`src/rtl/core/kfl_ram.sv`:
```
// Generic single-write, single-read RAM with registered read data.
`default_nettype none

module kfl_ram #(
  parameter int unsigned WIDTH = 8,
  parameter int unsigned DEPTH = 16
) (
  input  wire logic                     clk_i,
  input  wire logic                     we_i,
  input  wire logic [$clog2(DEPTH)-1:0] waddr_i,
  input  wire logic [WIDTH-1:0]         wdata_i,
  input  wire logic                     re_i,
  input  wire logic [$clog2(DEPTH)-1:0] raddr_i,
  output logic      [WIDTH-1:0]         rdata_o
);

  logic [WIDTH-1:0] mem [DEPTH];

  always_ff @(posedge clk_i) begin
    if (we_i) begin
      mem[waddr_i] <= wdata_i;
    end
    if (re_i) begin
      rdata_o <= mem[raddr_i];
    end
  end

endmodule

`default_nettype wire

```
`config.mk`:
```
export PLATFORM = sky130hd
export DESIGN_NAME = kfl_ram
export DESIGN_NICKNAME = d
export VERILOG_FILES = /design/src/rtl/core/kfl_ram.sv
export SDC_FILE = /design/constraint.sdc
export NUM_CORES = 1
export LEC_CHECK = 0
export ABC_CLOCK_PERIOD_IN_PS = 2800
export BUFFER_PORTS_ARGS = -buffer_cell sky130_fd_sc_hd__buf_4
export CORE_ASPECT_RATIO = 1.2
export CORE_MARGIN = 10
export CORE_UTILIZATION = 60
export DETAILED_ROUTE_END_ITERATION = 16
export PLACE_DENSITY = 0.8
export SLEW_MARGIN = 20
export SYNTH_ARGS = -nofsm -noshare
export SYNTH_HDL_FRONTEND = slang
export SYNTH_SLANG_ARGS = --single-unit
export TNS_END_PERCENT = 5
```
`constraint.sdc`:
```
create_clock -name clk_i -period 2.8 [get_ports clk_i]
set_clock_uncertainty 0.05 [all_clocks]
set_input_delay 0.7 -clock clk_i [delete_from_list [all_inputs] [get_ports clk_i]]
set_output_delay 0.7 -clock clk_i [all_outputs]
set_load 0.02 [all_outputs]
```
Yosys cells after proc, flatten, opt, wreduce, memory -nomap -nowiden

Memory sizes are Yosys's and may differ from the RTL's. A register that Yosys moved wholly into a read port is not among the register bits.
Cells that the tools add are included.

Muxes and demuxes: 2

Operators with widths:

| cell   | number |
|---|---|
| $mux 1 | 2 |

Flip-flop bits (word level): 0
RAM bits: 128
Input bits: 19
Output and inout port bits: 8
Word-level logic and storage cells: 3
Memories: 1

Memory list:

| memory | words | bits a word | rd ports | clocked after memory_dff | write ports | line | text |
|---|---|---|---|---|---|---|---|
| mem    | 16    | 8           | 1        | 1                        | 1           | 17   | `logic [WIDTH-1:0] mem [DEPTH];` |

Depth between registers and ports, before layout

Depth in word-level cells: 2
Gate-level depth with buffers: 5
Gate-level depth less buffers: 3

Least setup slack after synthesis

No wires, ideal clock.

Path kind: input to register
Start: input port waddr_i[2]
End: memory mem[0][0], enable pin
Arrival: 1.810 ns
Path slack: 0.557 ns
Stages: 2
Path through: or3b_2 > nor3_1

RTL lines:

| element         | line | text |
|---|---|---|
| start, declared | 10   | `input wire logic [$clog2(DEPTH)-1:0] waddr_i,` |
| end, declared   | 17   |  |

Straight into the memory's write port.

Worst setup path after layout

Start: register rdata_o[1] (read register of mem)
End: output port rdata_o[1]

RTL lines:

| element         | line | text |
|---|---|---|
| start, declared | 14   | `output logic [WIDTH-1:0] rdata_o` |

No word-level cell between the ends.

==> flow_summary.yaml <==
clock_tree:
  cts_resized: 0
  htree_levels: 4
  cts.clk_slew.worst_paths_ps: 60
  clock_latency_ps: 530
  numClockSinks: 136
  clockBufferDepth: 2
  postCtsSetupRepairBufs: 0
  root_buffer: "clkbuf_8"
  cts_hold_buf: 0
  cts_buffers: 17
  cts_tree: "done"
power:
  pwr-share-comb_pct: 5.1
  p_clk_share_pct: 44.1
  ir_drop_uv: 545
  internal_power_uw: 3640
  p_sw_share_pct: 19.8
  sequentialPowerShare_pct: 50.8
  powerDensity_nw_per_um2: 734
  power.leakage_uw: 0.00211
  p_sw_uw: 899
global_route:
  grt_pass1_vias: 2659
  grt_max_degree: 33
  grt_usage_pct: 17.1
  grt_pass1_wl_um: 15800
  overflow: 0
  grt_antenna_before_repair: 0
layout:
  layout_commonest_cell: "edfxtp_1"
  mostFrequentLayoutCells: "136 x edfxtp_1, 45 x buf_4, 18 x mux4_2, 16 x a22oi_1, 16 x clkbuf_16"
  area_delta_synth_final_pct: 18.2
  multi_input_area_um2: 1060
  antenna_cells: 0
  layout.nets: 303
  seq_area_um2: 4080
  fill_cells: 511
  layout-drive-gt1-share_pct: 30.6
  finish.cell_count_without_fillers: 414
timing:
  hold_violations: 0
  fin_ws_ps: 972
  slew_headroom_pct: 47.5
  worst_pin_slew_ps: 786
  setup_tns_ps: 0
  period_minus_slack_ps: 1830
  finalMaxSlewViolations: 0
  setup_viol: 0
  fin_crit_sh_pct: 65.3
  grt_setup_unrepaired: "false"
  clock.fmax_mhz: 547
route:
  drt-total-wl_um: 10100
  route.met2.wl_um: 5320
  wl_met1_um: 3880
  wire_per_inst_um: 24.4
  via_per_inst: 6.06
  wl_met3_um: 688
  top_layer_used: "met4"
  dr.pass1.iters: 4
  dr.first_iter.drc_count: 161
  drc: 0
  antenna_left: 0
  vias: 2508
worst_hold_path:
  holdPathStages: 1
  hold-path-endpoint: "rdata_o[7]"
  min_path_type: "input pin to flop"
  min-delay-start: "re_i"
logic_synthesis:
  synth_compound_area_share_pct: 2.30
  ys_warn_count: 0
  synth_cells: 229
  synthSimpleGateAreaFrac_pct: 3.14
  synth_top_family_by_area: "multiplexers"
  synth_area_leaders: "edfxtp_1 78%, mux4_2 7.8%, mux4_1 7.0%, a22oi_1 2.3%, nor2_1 0.93%"
  synth_seq_area_share_pct: 78.1
  syn_nets: 248
  synth_top_area_share_pct: 78.1
  synthMuxAreaShare_pct: 14.8
  netlist_area_um2: 5230
  ys_types: 18
  syn_avg_cell_area_um2: 22.8
  synth_fa_ha_area_share_pct: 0
  synth_top_cell_by_area: "edfxtp_1"
  synthXorXnorAreaFrac_pct: 0
  synth-seq-cells: 136
setup_path:
  cp_max_fo: 1
  crit_type: "flop to output port"
  r2r_end: "rdata_o[0]"
  path_buf_inv: 1
  r2r_setup_slack_ps: 1240
  reg2reg_depth: 3
  slowest_delay_ps: 380
  crit_chain: "buf_4"
  cp-end-kind: "output port"
  start_kind: "flop"
  r2r-start: "mem[11][0]"
  slowest_stage: "edfxtp_1"
  path_delay_family: "flip-flops"
  required_ps: 2050
  startpoint: "rdata_o[1]"
  worstPathArrival_ps: 1080
floorplanning:
  num_rows: 37
  die_x_um: 105
  coreArea_um2: 8520
  die_h_um: 122
  ioPinCount: 27
  initial_core_util_pct: 61.4
  die-area_um2: 12900
placement:
  place_ws_ps: 518
  place_congestion: 0.799
  placed_cells: 382
  place_hpwl_um: 6310
  portBuffers: 26
run:
  cap_violations: 0
run_status:
  status: "finished clean"
==> synth_stat cells, drive strengths merged <==
| cell | number |
|---|---|
| edfxtp | 136 |
| nand3b | 2 |
| nand2 | 9 |
| mux4 | 32 |
| nand3 | 1 |
| nor2b | 1 |
| and2 | 1 |
| nor2 | 13 |
| buf | 7 |
| clkdlybuf4s25 | 3 |
| nor3 | 4 |
| a22oi | 16 |
| nand2b | 2 |
| or3b | 1 |
| and2b | 1 |
==> registers in the layout (all words and copies together), names as in the netlist <==
register	count
mem	128
rdata_o	8
==> metal layers <==
layer	vias up	track usage, %
met4	0	7.73
met3	15	6.19
met5	-	0
li1	1090	-
met2	117	28.0
met1	1286	20.0
==> worst max-delay path by stage <==
stage            endpoint  cells past startpoint  slack [ps]
5_1_grt        rdata_o[1]                      1         920
3_5_place_dp   rdata_o[3]                      5         520
3_3_place_gp   rdata_o[3]                      5         490
6_report       rdata_o[1]                      1         970
2_1_floorplan   mem[0][0]                      2         560
4_1_cts        rdata_o[1]                      1         930
==> cell families (layout without fill, tap and decap cells) <==
kind of cell,after synthesis,in the layout
AND/OR/NAND/NOR,35,35
buffers and inverters,10,78
flip-flops,136,136
multiplexers,32,32
AO/OA/AOI/OAI,16,16
==> per-stage QoR <==
stage / power (uW) / cell area, um2 / hold slack, ps / utilization [%]
finish: 4540 / 6180 / 403 / 72.5
CTS: 4570 / 6180 / 388 / 72.5
floorplan: 2470 / 5230 / 655 / -
global placement: 2570 / 5650 / 679 / 66.3
global route: 4690 / 6180 / 389 / 72.5
detailed placement: 2580 / 5650 / 698 / 66.3
==> layout make-up <==
type | count | area share [%]
timing repair buffer | 46 | 5.79
sequential | 136 | 66.1
tap | 117 | 2.37
clock inverter | 12 | 1.76
clock buffer | 20 | 6.88
multi-input combinational | 83 | 17.1
==> power by group through the flow <==
stage               Sequential [uW]  Combinational [uW]  Clock, uW
finish                         2310                 229       2000
global route                   2310                 249       2130
CTS                            2310                 233       2030
detailed placement             2350                 231          0
global placement               2350                 225          0
floorplan                      2360                 116          0
(Power assumes the default switching activity.)
