$ cat src/rtl/core/kfl_pkg.sv
// Shared constants and types for the keyframe loop candidate search.
`default_nettype none

package kfl_pkg;

  localparam int unsigned MAX_KEYFRAMES = 1024;
  localparam int unsigned SLOT_W        = $clog2(MAX_KEYFRAMES);
  localparam int unsigned CNT_W         = $clog2(MAX_KEYFRAMES + 1);

  localparam int unsigned POS_W     = 24;
  localparam int unsigned STAMP_W   = 32;
  localparam int unsigned DIST_W    = 23;
  localparam int unsigned DIFF_W    = POS_W + 1;
  localparam int unsigned SQ_W      = 2 * POS_W;
  localparam int unsigned D2_W      = SQ_W + 2;
  localparam int unsigned THR2_W    = 2 * DIST_W;
  localparam int unsigned OUT_SLOT_W = 10;

  localparam int unsigned IN_DATA_W  = 104;
  localparam int unsigned OUT_DATA_W = 24;

  localparam int unsigned CFG_IDX_W  = 2;
  localparam int unsigned CFG_DATA_W = 32;

  localparam logic [CFG_IDX_W-1:0] CFG_KF_DIST  = 2'd0;
  localparam logic [CFG_IDX_W-1:0] CFG_LOOP_RAD = 2'd1;
  localparam logic [CFG_IDX_W-1:0] CFG_LOOP_GAP = 2'd2;

  localparam logic [DIST_W-1:0]  KF_DIST_RST  = 23'd1000;
  localparam logic [DIST_W-1:0]  LOOP_RAD_RST = 23'd7000;
  localparam logic [STAMP_W-1:0] LOOP_GAP_RST = 32'd20000;

  // One stored keyframe; x sits in the lowest bits, same as the input tdata.
  typedef struct packed {
    logic [STAMP_W-1:0]      stamp;
    logic signed [POS_W-1:0] z;
    logic signed [POS_W-1:0] y;
    logic signed [POS_W-1:0] x;
  } kf_entry_t;

  typedef struct packed {
    logic            valid;
    logic [D2_W-1:0] d2;
    logic            gap_ok;
  } dist_res_t;

endpackage

`default_nettype wire

$ cat src/rtl/core/kfl_sqdist.sv
// Three-stage squared distance and stamp gap unit.
`default_nettype none

module kfl_sqdist (
  input  wire logic                              clk_i,
  input  wire logic                              rst_ni,
  input  wire logic                              valid_i,
  input  wire kfl_pkg::kf_entry_t                key_i,
  input  wire kfl_pkg::kf_entry_t                pose_i,
  input  wire logic [kfl_pkg::STAMP_W-1:0]       min_gap_i,
  output kfl_pkg::dist_res_t                     res_o,
  output logic                                   busy_o
);
  import kfl_pkg::*;

  // stage A: differences
  logic                     va_q;
  logic signed [DIFF_W-1:0] dx_q, dy_q, dz_q;
  logic [STAMP_W:0]         sdiff_q;
  // stage B: squares
  logic                     vb_q;
  logic [SQ_W-1:0]          sqx_q, sqy_q, sqz_q;
  logic                     gap_b_q;
  // stage C: sum
  logic                     vc_q;
  logic [D2_W-1:0]          d2_q;
  logic                     gap_c_q;

  logic signed [2*DIFF_W-1:0] px, py, pz;
  logic                       gap_ok;

  assign px = dx_q * dx_q;
  assign py = dy_q * dy_q;
  assign pz = dz_q * dz_q;
  // stamp going backwards gives a negative difference, never above the gap
  assign gap_ok = $signed(sdiff_q) > $signed({1'b0, min_gap_i});

  always_ff @(posedge clk_i or negedge rst_ni) begin
    if (!rst_ni) begin
      va_q <= 1'b0;
      vb_q <= 1'b0;
      vc_q <= 1'b0;
    end else begin
      va_q <= valid_i;
      vb_q <= va_q;
      vc_q <= vb_q;
    end
  end

  always_ff @(posedge clk_i) begin
    dx_q    <= {key_i.x[POS_W-1], key_i.x} - {pose_i.x[POS_W-1], pose_i.x};
    dy_q    <= {key_i.y[POS_W-1], key_i.y} - {pose_i.y[POS_W-1], pose_i.y};
    dz_q    <= {key_i.z[POS_W-1], key_i.z} - {pose_i.z[POS_W-1], pose_i.z};
    sdiff_q <= {1'b0, pose_i.stamp} - {1'b0, key_i.stamp};
    sqx_q   <= px[SQ_W-1:0];
    sqy_q   <= py[SQ_W-1:0];
    sqz_q   <= pz[SQ_W-1:0];
    gap_b_q <= gap_ok;
    d2_q    <= D2_W'(sqx_q) + D2_W'(sqy_q) + D2_W'(sqz_q);
    gap_c_q <= gap_b_q;
  end

  assign res_o.valid  = vc_q;
  assign res_o.d2     = d2_q;
  assign res_o.gap_ok = gap_c_q;
  assign busy_o       = va_q | vb_q | vc_q;

  assert property (@(posedge clk_i) disable iff (!rst_ni) valid_i |-> ##3 res_o.valid)
    else $error("distance result lost in pipeline");
  assert property (@(posedge clk_i) disable iff (!rst_ni) res_o.valid |-> $past(busy_o))
    else $error("distance result without work in flight");
  assert property (@(posedge clk_i) disable iff (!rst_ni)
                   res_o.valid |-> d2_q[D2_W-1:D2_W-2] != 2'b11)
    else $error("squared distance above three full squares");

endmodule

`default_nettype wire

$ cat config.mk
export PLATFORM = sky130hd
export DESIGN_NAME = kfl_sqdist
export DESIGN_NICKNAME = d
export VERILOG_FILES = /design/src/rtl/core/kfl_pkg.sv /design/src/rtl/core/kfl_sqdist.sv
export SDC_FILE = /design/constraint.sdc
export NUM_CORES = 2
export LEC_CHECK = 0
export ABC_AREA = 1
export BUFFER_PORTS_ARGS = -buffer_cell sky130_fd_sc_hd__buf_2
export CAP_MARGIN = 0
export CORE_MARGIN = 5
export CORE_UTILIZATION = 30
export CTS_CLUSTER_SIZE = 30
export DETAILED_ROUTE_END_ITERATION = 8
export PLACE_DENSITY = 0.46
export SYNTH_ARGS = -nofsm -noshare
export SYNTH_HDL_FRONTEND = slang
export SYNTH_SLANG_ARGS = --single-unit
export TNS_END_PERCENT = 10
$ cat constraint.sdc
create_clock -name clk_i -period 6.5 [get_ports clk_i]
set_clock_uncertainty 0.1 [all_clocks]
set_input_delay 0.975 -clock clk_i [delete_from_list [all_inputs] [get_ports clk_i]]
set_output_delay 0.975 -clock clk_i [all_outputs]
set_load 0.01 [all_outputs]
## Word level (Yosys, flattened, before mapping)

Cells that the tools add are included.

| storage, ports and cells | value |
|---|---|
| bits in registers | 307 |
| input bits | 243 |
| word-level logic and storage cells | 25 |

| cells by class | value |
|---|---|
| add/sub/neg operators | 6 |
| multipliers | 3 |
| magnitude comparators | 1 |
| bitwise operators | 2 |

Operators by type and width:

| cell | number |
|---|---|
| multiplier 25 x 25 -> 48 bit | 3 |
| subtractor 24 x 24 -> 25 bit | 3 |
| adder 49 x 48 -> 50 bit | 1 |
| adder 48 x 48 -> 49 bit | 1 |
| > comparator 33 bit | 1 |
| subtractor 32 x 32 -> 33 bit | 1 |
| OR 1 bit | 2 |

## Longest topological paths before layout

| logic depth | value |
|---|---|
| word-level depth | 2 |
| gate-level depth with buffers | 32 |
| gate-level depth less buffers | 30 |

## Worst setup path after synthesis

No wires, ideal clock.

| path | value |
|---|---|
| path type | register to register |
| from | reg dx_q[24] |
| to | reg sqx_q[47] |
| setup time | 0.112 ns |
| arrival | 6.341 ns |
| data required time | 6.288 ns |
| slack | -0.053 ns |
| cell stages (with the launch flop) | 28 |
| clock period less this slack | 6.553 ns |
| cells stage by stage | dfxtp_1 clkbuf_1 buf_1 nand2_1 inv_1 fa_1 fa_1 fa_1 inv_1 fa_1 fa_1 inv_1 fa_1 inv_1 fa_1 inv_1 ha_1 nand2_1 inv_1 nand2_1 nor3_1 nand2_1 nor2_1 nand2_1 nand3_1 inv_1 nand2_1 nand2_1 |

| between the ends | value |
|---|---|
| longest elaborated chain between the ends | 1 |

RTL lines:

| item | line | text |
|---|---|---|
| start, declared | kfl_sqdist.sv:18 | `logic signed [DIFF_W-1:0] dx_q, dy_q, dz_q;` |
| start signal, assigned | kfl_sqdist.sv:51 | `dx_q <= {key_i.x[POS_W-1], key_i.x} - {pose_i.x[POS_W-1], pose_i.x};` |
| multiplier 25 x 25 -> 48 bit | kfl_sqdist.sv:32 | `assign px = dx_q * dx_q;` |
| via px[47] | kfl_sqdist.sv:29 | `logic signed [2*DIFF_W-1:0] px, py, pz;` |
| end signal, assigned | kfl_sqdist.sv:55 | `sqx_q <= px[SQ_W-1:0];` |
| end, declared | kfl_sqdist.sv:22 | `logic [SQ_W-1:0] sqx_q, sqy_q, sqz_q;` |

The timed path passes the listed nets, and every way through them passes these cells.

## Worst setup path in the final report

| path | value |
|---|---|
| from | reg dy_q[24] |
| to | reg sqy_q[38] |

| between the ends | value |
|---|---|
| longest elaborated chain between the ends | 1 |

RTL lines:

| item | line | text |
|---|---|---|
| start, declared | kfl_sqdist.sv:18 |  |
| start signal, assigned | kfl_sqdist.sv:52 | `dy_q <= {key_i.y[POS_W-1], key_i.y} - {pose_i.y[POS_W-1], pose_i.y};` |
| multiplier 25 x 25 -> 48 bit | kfl_sqdist.sv:33 | `assign py = dy_q * dy_q;` |
| via py[38] | kfl_sqdist.sv:29 |  |
| end signal, assigned | kfl_sqdist.sv:56 | `sqy_q <= py[SQ_W-1:0];` |
| end, declared | kfl_sqdist.sv:22 |  |

The timed path passes the listed nets, and every way through them passes these cells.

==> impl_metrics.xml <==
<?xml version="1.0" encoding="UTF-8"?>
<metrics>
  <group name="status">
    <metric name="outcome" unit="">completed</metric>
  </group>
  <group name="yosys">
    <metric name="synth_enable_flop_cells" unit="">0</metric>
    <metric name="synthCells" unit="">10400</metric>
    <metric name="synth_sequential_area_ratio" unit="%">7.41</metric>
    <metric name="synthesis.area_per_instance" unit="um^2">7.95</metric>
    <metric name="yosys.cell_types.count" unit="">53</metric>
    <metric name="syn-cell-area" unit="um^2">82400</metric>
    <metric name="asyncSetResetFlopFracSynth" unit="%">0.987</metric>
    <metric name="synth.yosys.warnings" unit="">0</metric>
    <metric name="synth-seq-cells" unit="">304</metric>
    <metric name="ys.flop_type" unit="">dfxtp_1</metric>
  </group>
  <group name="worst_setup_path">
    <metric name="crit_end" unit="">sqy_q[38]$_DFF_P_</metric>
    <metric name="setup.worst_path.start" unit="">dy_q[24]$_DFF_P_</metric>
    <metric name="crit_path_start_kind" unit="">flip-flop</metric>
    <metric name="worstReg2RegEnd" unit="">sqy_q[38]$_DFF_P_</metric>
    <metric name="crit_path_end_kind" unit="">flip-flop</metric>
    <metric name="ff2ff_path_depth" unit="">21</metric>
    <metric name="regToRegStartpoint" unit="">dy_q[24]$_DFF_P_</metric>
    <metric name="reg2reg_slack" unit="ns">0.05</metric>
    <metric name="worst_ep_arrival_time" unit="ns">6.85</metric>
    <metric name="max_fo_critical_path" unit="">7</metric>
    <metric name="critical_path_class" unit="">reg2reg</metric>
    <metric name="worst-endpoint-required" unit="ns">6.90</metric>
  </group>
  <group name="placement">
    <metric name="port_buffers" unit="">295</metric>
    <metric name="placed_area" unit="um^2">91900</metric>
    <metric name="gpl.final_weighted_congestion" unit="">0.930</metric>
    <metric name="dp_hpwl" unit="um">224000</metric>
    <metric name="number_of_cells_in_the_design_after_placement" unit="">14500</metric>
  </group>
  <group name="sta">
    <metric name="tightest_slew" unit="ns">0.802</metric>
    <metric name="fin_max_slew_vios" unit="">0</metric>
    <metric name="min_period" unit="ns">6.45</metric>
    <metric name="timing.final.crit_share" unit="%">99.2</metric>
    <metric name="final_hold_viol_count" unit="">0</metric>
    <metric name="setup_violators_final" unit="">0</metric>
    <metric name="worst_slew_margin_rel" unit="%">46.5</metric>
    <metric name="maxClockFrequency" unit="MHz">155</metric>
    <metric name="grt_setup_unrepaired" unit="">true</metric>
  </group>
  <group name="floorplanning">
    <metric name="initial_core_util" unit="%">30.1</metric>
    <metric name="core_area" unit="um^2">273000</metric>
    <metric name="die_area" unit="um^2">285000</metric>
    <metric name="die_height" unit="um">534</metric>
    <metric name="io_pins" unit="">296</metric>
    <metric name="die_w" unit="um">534</metric>
    <metric name="fp-row-count" unit="">192</metric>
  </group>
  <group name="cells_and_area">
    <metric name="layout-drive-gt1-share" unit="%">11.6</metric>
    <metric name="layout.cells.non_filler" unit="">14600</metric>
    <metric name="mostFrequentLayoutCells" unit="">inv_1, nand2_1, fa_1, ha_1, nor2_1</metric>
    <metric name="final_net_count" unit="">13700</metric>
    <metric name="post-route-cell-area" unit="um^2">95100</metric>
    <metric name="layout-area-overhead-vs-synth" unit="%">15.4</metric>
    <metric name="mostFrequentLayoutCell" unit="">inv_1</metric>
  </group>
  <group name="routing">
    <metric name="routed.top_layer" unit="">met4</metric>
    <metric name="totalWireLength" unit="um">251000</metric>
    <metric name="drt_pass1_iterations" unit="">5</metric>
    <metric name="drtAntennaViolNets" unit="">0</metric>
    <metric name="drc_errors" unit="">0</metric>
    <metric name="vias_per_cell" unit="">4.40</metric>
    <metric name="first_iter_violations" unit="">3242</metric>
    <metric name="drt-wirelength-per-cell" unit="um">17.2</metric>
    <metric name="num_vias" unit="">64300</metric>
    <metric name="wl_met1" unit="um">118000</metric>
    <metric name="wl_met2" unit="um">115000</metric>
    <metric name="met3_length" unit="um">10900</metric>
  </group>
  <group name="clock_tree">
    <metric name="cts-htree-levels" unit="">2</metric>
    <metric name="clock_tree_from_tritoncts" unit="">built</metric>
    <metric name="cts_made_buffers" unit="">48</metric>
    <metric name="worst_skew_pair.late_latency" unit="ns">0.70</metric>
    <metric name="worst_setup_hold_path_clk_slew" unit="ns">0.07</metric>
    <metric name="root_buffer" unit="">clkbuf_16</metric>
    <metric name="ctsLongestPathBuffers" unit="">3</metric>
    <metric name="cts_sinks" unit="">304</metric>
  </group>
  <group name="global_route">
    <metric name="first_global_vias" unit="">70600</metric>
    <metric name="global_route.usage.total" unit="%">17.7</metric>
    <metric name="antenna_found_initial" unit="">3</metric>
    <metric name="grt_first_pass_wirelength" unit="um">400000</metric>
    <metric name="grt_overflow_total" unit="">0</metric>
    <metric name="grt_start_max_net_pins" unit="">28</metric>
  </group>
  <group name="worst_hold_path">
    <metric name="worst_hold_path_type" unit="">reg2reg</metric>
  </group>
  <group name="flow_run">
    <metric name="maxCapViolations" unit="">0</metric>
  </group>
</metrics>
kinds of logic (layout without fill, tap and decap cells):
logic type	Yosys count	count (layout)	synth area share, %
buf+inv	3363	4009	15.3
compound gates	674	674	4.54
xor+xnor	230	230	2.45
fa+ha+maj	2452	2452	53.9
flops	304	304	7.41
other cells	1	4	0.00455
simple gates	3331	3331	16.4
sequential cells by signal (all words and copies together) (netlist names), 25 cells and up:
| register | cells |
|---|---|
| sqz_q | 47 |
| sqx_q | 47 |
| dz_q | 25 |
| sqy_q | 47 |
| dy_q | 25 |
| d2_q | 50 |
| sdiff_q | 33 |
| dx_q | 25 |
cell usage after synthesis (14+ instances only):
library cell	instances	area share, %
nor3_1	47	0.29
a21o_1	21	0.19
o21bai_1	58	0.53
a21oi_1	359	2.2
o21ai_0	168	1.0
xor2_1	176	1.9
nand4_1	86	0.65
nand2_2	32	0.24
xnor2_1	54	0.57
nor2_1	533	2.4
nand2_1	2296	10
or2_2	15	0.11
nand3_2	14	0.17
clkbuf_1	214	0.98
nand3_1	259	1.6
fa_1	1824	44
ha_1	628	9.5
inv_1	3131	14
dfxtp_1	301	7.3
worst max-delay path, stage by stage (launching register included):
cell	delay (ns)
dfxtp_4	0.41
clkbuf_16	0.17
buf_12	0.12
clkinvlp_4	0.13
buf_4	0.17
clkbuf_16	0.16
nor2_1	0.13
fa_1	0.45
fa_1	0.42
fa_1	0.50
fa_1	0.57
fa_1	0.45
fa_1	0.51
fa_1	0.43
ha_1	0.39
a21oi_1	0.32
o21ai_0	0.19
a21o_1	0.21
a21oi_1	0.19
nand3_1	0.10
nand2_1	0.07
nand2_1	0.05
per-stage QoR:
step                      util [%]  TNS, ns  hold slack [ns]  setup WS [ns]
after global placement        33.6   -0.177            0.213        -0.0550
final                         34.8        0            0.225         0.0520
after floorplan                  -  -0.0260            0.210        -0.0260
after CTS                     34.2   -0.154            0.226        -0.0592
after global routing          34.8    -3.74            0.239         -0.162
after detailed placement      33.6  -0.0688            0.213        -0.0402
routing by layer:
metal	global-route usage [%]	vias to the layer above
li1	-	31000
met1	25.0	31800
met2	29.0	1241
met3	2.08	227
met4	4.52	0
met5	0	-
cell type report:
cell class / count / area [um^2]
Tap cell: 3589 / 4490
Fill cell: 29000 / 178000
Sequential cell: 304 / 6140
Antenna cell: 1 / 2.50
Clock buffer: 59 / 1340
Inverter: 3137 / 11800
Timing Repair Buffer: 787 / 6310
Clock inverter: 26 / 275
Multi-Input combinational cell: 6690 / 64700
worst min-delay path by stage:
stage / from / end / cells after the start
2_1_floorplan: gap_b_q$_DFF_P_ / gap_c_q$_DFF_P_ / 0
3_3_place_gp: gap_b_q$_DFF_P_ / gap_c_q$_DFF_P_ / 0
3_5_place_dp: gap_b_q$_DFF_P_ / gap_c_q$_DFF_P_ / 0
4_1_cts: gap_b_q$_DFF_P_ / gap_c_q$_DFF_P_ / 0
5_1_grt: gap_b_q$_DFF_P_ / gap_c_q$_DFF_P_ / 0
6_report: gap_b_q$_DFF_P_ / gap_c_q$_DFF_P_ / 0
repair_timing:
item	in CTS	in global routing
endpoints found under the hold margin	3	0
endpoints found under the setup margin	23	92
setup buffers	0	19
pin swaps	1	54
gates cloned	0	7
hold buffers	1	0
resized for setup	16	375
Power is left out: the tool's default activity adds up to more than one toggle a clock period on the data nets, which glitch-free logic cannot reach.
